$ cat src/rtl/todb_pkg.sv
`default_nettype none
package todb_pkg;

	// request codes
	localparam logic [1:0] REQ_PUSH   = 2'd0;
	localparam logic [1:0] REQ_RECALL = 2'd1;
	localparam logic [1:0] REQ_CLEAR  = 2'd2;

	// configuration register indexes
	localparam logic REG_DEPTH  = 1'b0;
	localparam logic REG_WINDOW = 1'b1;

	// register reset values
	localparam logic [5:0]  DEPTH_RESET  = 6'd32;
	localparam logic [15:0] WINDOW_RESET = 16'd100;

	typedef enum logic {
		ST_IDLE,
		ST_WALK
	} state_t;

	// controller to datapath
	typedef struct packed {
		logic load;     // request accepted: clear result fields, latch stamp
		logic push;     // write entry at head
		logic clear;    // empty the ring
		logic step;     // pop the entry under test
		logic done;     // result goes out next cycle
	} cmd_t;

	// datapath to controller
	typedef struct packed {
		logic count_zero;
		logic future;   // entry under test lies ahead of the sample time
		logic last;     // entry under test is the only one held
	} status_t;

endpackage
`default_nettype wire

$ cat src/rtl/todb_ctrl.sv
`default_nettype none
module todb_ctrl (
	input  wire logic              clk,
	input  wire logic              arst_n,
	input  wire logic              start,
	input  wire logic [1:0]        req_type,
	input  wire todb_pkg::status_t status,
	output todb_pkg::cmd_t         cmd,
	output logic                   busy
);

	todb_pkg::state_t state_q;
	todb_pkg::state_t state_next;

	// state register
	always_ff @(posedge clk or negedge arst_n) begin
		if (!arst_n) begin
			state_q <= todb_pkg::ST_IDLE;
		end else begin
			state_q <= state_next;
		end
	end

	// next state and commands
	always_comb begin
		state_next = state_q;
		cmd = '0;
		busy = 1'b0;
		unique case (state_q)
			todb_pkg::ST_IDLE: begin
				if (start) begin
					cmd.load = 1'b1;
					unique case (req_type)
						todb_pkg::REQ_PUSH: begin
							cmd.push = 1'b1;
							cmd.done = 1'b1;
						end
						todb_pkg::REQ_RECALL: begin
							if (status.count_zero) begin
								cmd.done = 1'b1;
							end else begin
								state_next = todb_pkg::ST_WALK;
							end
						end
						todb_pkg::REQ_CLEAR: begin
							cmd.clear = 1'b1;
							cmd.done = 1'b1;
						end
						default: begin
							// unknown request answers without changing anything
							cmd.done = 1'b1;
						end
					endcase
				end
			end
			todb_pkg::ST_WALK: begin
				busy = 1'b1;
				if (status.future) begin
					cmd.done = 1'b1;
					state_next = todb_pkg::ST_IDLE;
				end else begin
					cmd.step = 1'b1;
					if (status.last) begin
						cmd.done = 1'b1;
						state_next = todb_pkg::ST_IDLE;
					end
				end
			end
			default: begin
				state_next = todb_pkg::ST_IDLE;
			end
		endcase
	end

endmodule
`default_nettype wire

$ cat src/rtl/todb_datapath.sv
`default_nettype none
module todb_datapath #(
	parameter int DEPTH         = 32,
	parameter int PAYLOAD_WIDTH = 64
) (
	input  wire logic                     clk,
	input  wire logic                     arst_n,
	input  wire todb_pkg::cmd_t           cmd,
	output todb_pkg::status_t             status,
	input  wire logic [31:0]              time_stamp,
	input  wire logic [PAYLOAD_WIDTH-1:0] payload_in,
	input  wire logic                     cfg_write,
	input  wire logic                     cfg_index,
	input  wire logic [15:0]              cfg_data,
	output logic                          done,
	output logic                          found,
	output logic [31:0]                   found_time,
	output logic [PAYLOAD_WIDTH-1:0]      payload_out,
	output logic [5:0]                    entries_held
);

	localparam int PW = $clog2(DEPTH);
	localparam int CW = $clog2(DEPTH + 1);

	logic [31:0]              time_mem [DEPTH];
	logic [PAYLOAD_WIDTH-1:0] pay_mem  [DEPTH];

	logic [5:0]               depth_q;
	logic [15:0]              window_q;
	logic [PW-1:0]            oldest_q;
	logic [CW-1:0]            count_q;
	logic [31:0]              stamp_q;
	logic [31:0]              rd_time_q;
	logic [PAYLOAD_WIDTH-1:0] rd_pay_q;
	logic                     done_q;
	logic                     found_q;
	logic [31:0]              ftime_q;
	logic [PAYLOAD_WIDTH-1:0] fpay_q;

	logic [CW-1:0]            eff_depth;
	logic [CW-1:0]            oldest_plus;
	logic [PW-1:0]            oldest_inc;
	logic [CW:0]              head_sum;
	logic [PW-1:0]            head;
	logic [PW-1:0]            rd_addr;
	logic [31:0]              diff;
	logic                     in_window;

	// effective depth clamped to 1..DEPTH
	always_comb begin
		if (depth_q == 6'd0) begin
			eff_depth = CW'(1);
		end else if (int'(depth_q) > DEPTH) begin
			eff_depth = CW'(DEPTH);
		end else begin
			eff_depth = CW'(depth_q);
		end
	end

	// pointer arithmetic, all values stay below twice the depth
	always_comb begin
		oldest_plus = CW'(oldest_q) + CW'(1);
		oldest_inc  = (oldest_plus == eff_depth) ? '0 : PW'(oldest_plus);
		head_sum    = (CW + 1)'(oldest_q) + (CW + 1)'(count_q);
		if (head_sum >= (CW + 1)'(eff_depth)) begin
			head = PW'(head_sum - (CW + 1)'(eff_depth));
		end else begin
			head = PW'(head_sum);
		end
		rd_addr = cmd.step ? oldest_inc : oldest_q;
	end

	// age of the entry under test
	always_comb begin
		diff      = stamp_q - rd_time_q;
		in_window = diff < {16'd0, window_q};
	end

	assign status.count_zero = (count_q == '0);
	assign status.future     = diff[31];
	assign status.last       = (count_q == CW'(1));

	// ring storage
	always_ff @(posedge clk) begin
		if (cmd.push) begin
			time_mem[head] <= time_stamp;
			pay_mem[head]  <= payload_in;
		end
		rd_time_q <= time_mem[rd_addr];
		rd_pay_q  <= pay_mem[rd_addr];
	end

	// configuration registers and ring pointers
	always_ff @(posedge clk or negedge arst_n) begin
		if (!arst_n) begin
			depth_q  <= todb_pkg::DEPTH_RESET;
			window_q <= todb_pkg::WINDOW_RESET;
			oldest_q <= '0;
			count_q  <= '0;
			done_q   <= 1'b0;
			found_q  <= 1'b0;
		end else begin
			done_q <= cmd.done;
			if (cfg_write) begin
				unique case (cfg_index)
					todb_pkg::REG_DEPTH: begin
						depth_q  <= cfg_data[5:0];
						oldest_q <= '0;
						count_q  <= '0;
					end
					todb_pkg::REG_WINDOW: begin
						window_q <= cfg_data;
					end
					default: begin
						window_q <= window_q;
					end
				endcase
			end else if (cmd.push) begin
				if (count_q < eff_depth) begin
					count_q <= count_q + CW'(1);
				end else begin
					oldest_q <= oldest_inc;
				end
			end else if (cmd.clear) begin
				oldest_q <= '0;
				count_q  <= '0;
			end else if (cmd.step) begin
				oldest_q <= oldest_inc;
				count_q  <= count_q - CW'(1);
			end
			// result flag
			if (cmd.load) begin
				found_q <= 1'b0;
			end else if (cmd.step && in_window) begin
				found_q <= 1'b1;
			end
		end
	end

	// sample time and recalled entry
	always_ff @(posedge clk) begin
		if (cmd.load) begin
			stamp_q <= time_stamp;
			ftime_q <= '0;
			fpay_q  <= '0;
		end else if (cmd.step && in_window) begin
			ftime_q <= rd_time_q;
			fpay_q  <= rd_pay_q;
		end
	end

	assign done         = done_q;
	assign found        = found_q;
	assign found_time   = ftime_q;
	assign payload_out  = fpay_q;
	assign entries_held = 6'(count_q);

endmodule
`default_nettype wire

$ cat src/rtl/timestamped_observation_delay_buffer.sv
`default_nettype none
// Ring buffer of timestamped observations with time-matched recall. A request
// is taken when start is high and busy is low; its single result shows on the
// result ports, marked by done for one cycle, and cannot be held off. For push,
// clear and unknown requests done rises in the cycle after the request is taken
// and busy never rises. A recall walks the ring from the oldest entry at one
// entry per cycle, bounded by the single read port of the entry memory, with
// busy high while it walks; done follows the last entry examined (one popped,
// or one found in the future, if any). A recall on an empty buffer raises done
// in the cycle after the request. Writing the depth register empties the
// buffer.
module timestamped_observation_delay_buffer #(
	parameter int DEPTH         = 32,
	parameter int PAYLOAD_WIDTH = 64
) (
	input  wire logic                     clk,
	input  wire logic                     arst_n,
	input  wire logic                     start,
	output logic                          busy,
	input  wire logic [1:0]               req_type,
	input  wire logic [31:0]              time_stamp,
	input  wire logic [PAYLOAD_WIDTH-1:0] payload_in,
	input  wire logic                     cfg_write,
	input  wire logic                     cfg_index,
	input  wire logic [15:0]              cfg_data,
	output logic                          done,
	output logic                          found,
	output logic [31:0]                   found_time,
	output logic [PAYLOAD_WIDTH-1:0]      payload_out,
	output logic [5:0]                    entries_held
);

	todb_pkg::cmd_t    cmd;
	todb_pkg::status_t status;

	// request sequencing
	todb_ctrl u_ctrl (
		.clk      (clk),
		.arst_n   (arst_n),
		.start    (start),
		.req_type (req_type),
		.status   (status),
		.cmd      (cmd),
		.busy     (busy)
	);

	// ring storage, pointers and match logic
	todb_datapath #(
		.DEPTH         (DEPTH),
		.PAYLOAD_WIDTH (PAYLOAD_WIDTH)
	) u_datapath (
		.clk          (clk),
		.arst_n       (arst_n),
		.cmd          (cmd),
		.status       (status),
		.time_stamp   (time_stamp),
		.payload_in   (payload_in),
		.cfg_write    (cfg_write),
		.cfg_index    (cfg_index),
		.cfg_data     (cfg_data),
		.done         (done),
		.found        (found),
		.found_time   (found_time),
		.payload_out  (payload_out),
		.entries_held (entries_held)
	);

endmodule
`default_nettype wire
$ cat config.mk
export PLATFORM = sky130hd
export DESIGN_NAME = timestamped_observation_delay_buffer
export DESIGN_NICKNAME = d
export VERILOG_FILES = /design/src/rtl/todb_pkg.sv /design/src/rtl/todb_ctrl.sv /design/src/rtl/todb_datapath.sv /design/src/rtl/timestamped_observation_delay_buffer.sv
export SDC_FILE = /design/constraint.sdc
export NUM_CORES = 2
export LEC_CHECK = 0
export BUFFER_PORTS_ARGS = -buffer_cell sky130_fd_sc_hd__buf_2
export CORE_MARGIN = 2
export CORE_UTILIZATION = 63
export CTS_BUF_LIST = sky130_fd_sc_hd__clkbuf_8 sky130_fd_sc_hd__clkbuf_16
export DETAILED_ROUTE_END_ITERATION = 10
export PLACE_DENSITY = 0.8
export SLEW_MARGIN = 30
export SYNTH_ARGS = -nofsm -noshare
export SYNTH_HDL_FRONTEND = slang
export SYNTH_HIERARCHICAL = 1
export SYNTH_SLANG_ARGS = --single-unit
$ cat constraint.sdc
create_clock -name clk -period 9.6 [get_ports clk]
set_clock_uncertainty 0.1 [all_clocks]
set_input_delay 0.96 -clock clk [delete_from_list [all_inputs] [get_ports clk]]
set_output_delay 0.96 -clock clk [all_outputs]
set_load 0.02 [all_outputs]
Word-level counts from Yosys, hierarchy flattened
Memories as Yosys holds them, arrays and structs flattened. A register that Yosys moved wholly into a read port is not among the register bits.
Cells that the tools add are included.
Cells by class
  add/sub/neg operators: 6
  $lt $le $gt $ge: 4
  equality and inequality tests: 7
  mux-type cells: 39
  bitwise operators: 2
  reductions and logical operators: 10
Operators with widths (number)
  $mux 6: 8
  $mux 5: 8
  $lt 32x16->1: 1
  $sub 32x32->32: 1
  $mux 1: 19
  $logic_not 6->1: 2
  $add 5x6->7: 1
  $ge 7x6->1: 1
  $add 5x1->6 const B: 1
  $add 6x1->6 const B: 1
  $eq 6x1->1 const B: 1
  $eq 6x6->1: 1
  $gt 6x6->1 const B: 1
  $lt 6x6->1: 1
  $mux 3: 2
  $reduce_and 2->1: 3
  $sub 6x1->6 const B: 1
  $sub 5x5->5: 1
  $pmux 1 s2: 2
  $reduce_bool 4->1: 1
  $ne 3x2->1 const B: 1
  $ne 3x3->1 const B: 1
  $reduce_and 3->1: 1
  $eq 2x1->1 const B: 1
  6 further kinds: 7
Storage, ports and cells
  bits in registers: 164
  bits in writable memories: 3072
  input port bits: 119
  logic and storage cells: 80
  memories kept: 2
Memories
  u_datapath.pay_mem: words 32, width 64, rd ports 1, clocked after Yosys merged registers in 1, wr ports 1, line todb_datapath.sv:26  | logic [PAYLOAD_WIDTH-1:0] pay_mem [DEPTH];
  u_datapath.time_mem: words 32, width 32, rd ports 1, clocked after Yosys merged registers in 1, wr ports 1, line todb_datapath.sv:25  | logic [31:0] time_mem [DEPTH];

Longest topological paths before layout
  word-level depth: 9
  depth in mapped cells: 25
  gate-level depth less buffers: 22

Modules after synthesis
The synthesis kept the hierarchy.
Modules (own cells, without submodules)
  todb_datapath: instances 1, cells an instance 9514, area an instance 132214.3 um^2, seq. area each 97933.9 um^2
  todb_ctrl: instances 1, cells an instance 11, area an instance 91.3 um^2, seq. area each 25.0 um^2

Worst setup path after synthesis
Ideal clock, no wire load.
  kind: reg2reg
  from: register u_datapath.count_q[0], in the netlist u_datapath/entries_held[0]
  to: memory u_datapath.pay_mem[0][0] (enable)
  library setup time: 0.552 ns
  arrival time: 7.231 ns
  required time: 8.948 ns
  setup slack: 1.717 ns
  stages on the path, launching flop included: 15
  buffers on the path: 1
  period minus slack after synthesis: 7.883 ns
  path through: dfrtp_1 ha_1 fa_1 ha_1 nor2b_1 o21ai_0 nand2b_1 o21a_1 o21a_1 o21ai_0 nand3b_1 clkbuf_1 mux2i_1 nand3_1 nor2_1
Between the ends
  longest elaborated chain between the ends: 3
  elaborated cells on any way between the ends: 4
  those cells by class: add/sub: 2; order compare: 1; mux: 1
RTL lines
  start: declaration: line todb_datapath.sv:31  | logic [CW-1:0] count_q;
  start signal: assignment: line todb_datapath.sv:120  | count_q <= count_q + CW'(1);
  start signal: assignment: line todb_datapath.sv:129  | count_q <= count_q - CW'(1);
  $add 5x6->7 (*): line todb_datapath.sv:64  | head_sum = (CW + 1)'(oldest_q) + (CW + 1)'(count_q);
  $ge 7x6->1 or $sub 5x5->5 (tied branches): line todb_datapath.sv:65, todb_datapath.sv:66
  $mux 5 (*): line todb_datapath.sv:65  | if (head_sum >= (CW + 1)'(eff_depth)) begin
  end: declaration: line todb_datapath.sv:26
Every way passes the cells marked *; elsewhere a longest branch is shown, timed or not.

==> summary.md <==
| Metric | Value |
|---|---|
| Max Cap Viol | 0 |
| Synthesized area | 132000 µm² |
| Total die area | 214000 µm² |
| Top layer in use | met5 |
| Critical Path Start Type | flop |
| Mux contribution to synthesized area | 0.0385 |
| CP required | 10.28 ns |
| CP peak stage delay | ~0.76 ns |
| Endpoint class of the critical path | flop |
| Synth Area in XOR/XNOR | 0.00280 |
| Final Util | 0.704 |
| Flop pwr share | 0.415 |
| Number of port buffers | approximately 220 |
| Layout Nets | 9853 |
| Share of layout cells above drive strength 1 | 0.102 |
| Sequential fraction of the synthesis area | 0.740 |
| Via count | ~87000 |
| Routability Congestion | 0.903 |
| Overall power | 41.0 mW |
| Violated checks | design-rule violations |
| Total Wirelength | 390 mm |
| #FFs+latches synth | ~3300 |
| Multi-input logic area | 31700 µm² |
| Filler cell count | 12634 |
| Post-Syn Nets | slightly below 10000 |
| Largest net degree at the start of global routing | between 150 and 200 |
| Critical path arrival | between 8 and 9 ns |
| Per-cell routed wire length | 30.6 µm |
| Worst VDD drop | 0.385 mV |
| P&R area growth vs syn | 11.3% |
| Synth Area in Adders | 0.00679 |
| First-pass GRT wire length | 557 mm |
| Fin crit period | 7.34 ns |
| Initial core utilization | 0.633 |
| Top post-synthesis cells by area | edfxtp_1, nand2_1, mux2i_1 |
| Distinct cells, synth | 93 |
| Final Slew Violations | 0 |
| Period utilization | 0.765 |
| Post-synth EDFFs | 3104 |
| Site row count | 168 |
| Most frequent CP cell | buf_4 |
| Fmax | 136 MHz |
| Critical path cell sequence | inv_1 > ha_1 > and3_1 > nand4_1 > o211ai_2 > a21oi_1 > o21ai_0 > xnor2_1 > nor2b_1 > buf_4 > nand2_1 > xnor2_1 > o41ai_2 > buf_4 > buf_4 > nand3_1 > o22ai_1 > a31o_2 > a2111oi_0 > o22ai_1 |
| Vias in the first global route | 83817 |
| Slew HR | 0.0608 |
| # IOs | around 220 |
| CTS tree | done |
| DRC Markers | 4 |
| Worst Hold Class | input pin to flop |
| Initial antenna violation count | 48 |
| Sw Ratio | 0.330 |
| Cts bufs inserted | around 340 |
| Logic pwr share | 0.271 |
| CTS max path bufs | 4 |
| Total global-route track usage | 0.360 |
| Critical path's slowest cell | a2111oi_0 |
| Syn Area/Cell | 13.9 µm² |
| Setup TNS | 0 ns |
| Largest family of logic cells by synthesized area | simple AND/OR/NAND/NOR gates |
| Top-count cell post-synth | edfxtp_1 |
| Clock share of power | 0.313 |
| Vias/cell | 6.86 |
| Cell leakage power | 51.2 nW |
| Clk_lat worst skew | 0.98 ns |
| Clock slew at reported path FFs | approximately 0.07 ns |
| Metal2 WL | 176 mm |
| Crit Path Category | flop to flop |
| Cells after Synth | 9525 |
| Hpwl dp | 191 mm |
| Final Setup Violations | 0 |
| Synth Area in Compound Gates | 0.0657 |
| Grt ovf | 0 |
| M1 wire length | about 130 mm |
| Met3 wire len | around 60 mm |
| Yosys top cell area share | 0.705 |
| Actual slew at the worst max-slew pin | 1.41 ns |
| Ys flop type | edfxtp_1 |
| ANT nets after route | 0 |
| Fin Hold WS | 0.109 ns |
| Warnings, synthesis | 6 |
| Storage element area | 98000 µm² |
| Post-Synth Simple-Gate Area | 0.122 |
| First drt pass iteration count | 11 |
| P_int | 27.4 mW |
| Iter 0 DRT Violations | 15634 |
| Commonest cells in the netlist | edfxtp_1, nand2_1, mux2i_1, nand3_1, and3_1 |
| Status | finished with violations |
| Critical path peak fanout | 38 |
| Synth area leader | edfxtp_1 |
| Die height | about 460 µm |
| Core area | ~210000 µm² |
| Final Hold Fails | 0 |
| H-tree levels | 5 |
| Asr flop ratio synth | 0.0108 |
| RSZ-0062 raised after global routing | false |
| Root Driver | clkbuf_16 |
| Sink Count | 3332 |
| Sw Pwr | about 14 mW |
| Power per cell area | 278 nW/µm² |
| Die width | approximately 460 µm |
-- area by class of cell --
cell class | count | area share
multi-input cells | 5548 | 0.215
inverters | 71 | 0.00186
clock inverters | 230 | 0.0126
repair buffers | 375 | 0.0209
diodes | 20 | 0.000340
flip-flops and latches | 3332 | 0.665
clock buffers | 365 | 0.0603
well taps | 2805 | 0.0238
-- path summary, 6_finish.rpt --
check                                               from                         end  cells past startpoint  slack (ns)
worst max-delay path            u_datapath/rd_time_q[10]    u_datapath/rd_time_q[30]                     20        2.26
worst min-delay path                        cfg_data[11]     u_datapath/window_q[11]                      2        0.11
worst max register to register  u_datapath/rd_time_q[10]    u_datapath/rd_time_q[30]                     20        2.26
worst min register to register   u_datapath/rd_pay_q[27]  u_datapath/payload_out[27]                      2        0.32
max in group asynchronous                         arst_n            u_datapath/found                      2        8.29
min in group asynchronous                         arst_n      u_datapath/window_q[8]                      2        0.54
-- registers in the layout (all words and copies together) (netlist names) --
signal and flops:
u_datapath/entries_held 6, u_datapath/stamp_q 32, u_datapath/found_time 32, u_datapath/time_mem 1024
u_ctrl/state_q 1, u_datapath/pay_mem 2048, u_datapath/rd_time_q 32, u_datapath/window_q 16
u_datapath/payload_out 64, u_datapath/depth_q 6, u_datapath/oldest_q 5, u_datapath/rd_pay_q 64
u_datapath/found 1, u_datapath/done 1
-- timing repair --
| item | CTS | global route |
|---|---|---|
| hold endpoints to repair | 13 | 0 |
| buffers inserted | 0 | 0 |
| hold buffers | 1 | 0 |
| resized for setup | 0 | 0 |
-- per-layer routing --
layer,track usage,vias up
met4,0.183,34
met1,0.487,42348
li1,-,35849
met3,0.0969,1414
met2,0.542,7839
met5,0,-
-- worst max-delay path, delay by kind of cell, from the launching register on --
| kind | cells | cell delay, ns |
|---|---|---|
| buffers and inverters | 4 | 1.24 |
| DFF | 1 | 0.52 |
| AOI/OAI and AO/OA | 8 | 2.59 |
| and+or+nand+nor | 5 | 1.32 |
| xor gates and xnor gates | 2 | 0.87 |
| adders and majority gates | 1 | 0.47 |
-- cell usage in the layout (no fill, tap or decap), types with 42 or more instances in the layout --
cell type / synthesis / final
and3_1: 346 / 346
a2111oi_0: 44 / 42
a32oi_1: 67 / 67
buf_2: 252 / 223
a211oi_1: 62 / 62
clkinv_1: 0 / 56
nor3_1: 64 / 62
clkinv_2: 0 / 51
clkbuf_16: 0 / 342
buf_12: 0 / 50
edfxtp_1: 3104 / 3104
ha_1: 67 / 67
o21ai_0: 92 / 90
a21oi_1: 312 / 312
dfxtp_1: 192 / 192
o22ai_1: 157 / 155
nand2_1: 2373 / 2369
nand2b_1: 205 / 205
a31oi_1: 267 / 267
buf_4: 90 / 90
nor2_1: 129 / 89
inv_1: 69 / 126
nand3_1: 402 / 401
mux2i_1: 427 / 426
-- through the flow --
stage | instances | setup slack, ns | area (µm²)
floorplan | 9525 | 1.72 | 132000
global placement | 12119 | 2.73 | 136000
detailed placement | 12126 | 2.65 | 136000
CTS | 12722 | 2.58 | 147000
global route | 12739 | 2.26 | 147000
finish | 12746 | 2.26 | 147000
-- kinds of logic after synthesis --
family	count (synthesis)
flops	3332
mux	482
simple gates	3661
buf+inv	645
fa+ha+maj	70
xor+xnor	39
compound gates	1296
-- power by group through the flow --
| stage | registers [mW] | clock network (mW) | logic [mW] |
|---|---|---|---|
| after global placement | 17.3 | 0 | 10.3 |
| after floorplan | 17.1 | 0 | 7.49 |
| after global routing | 17.0 | 13.4 | 11.8 |
| after CTS | 17.0 | 12.8 | 10.8 |
| final | 17.0 | 12.8 | 11.1 |
| after detailed placement | 17.3 | 0 | 10.6 |
(Power assumes the default switching activity.)
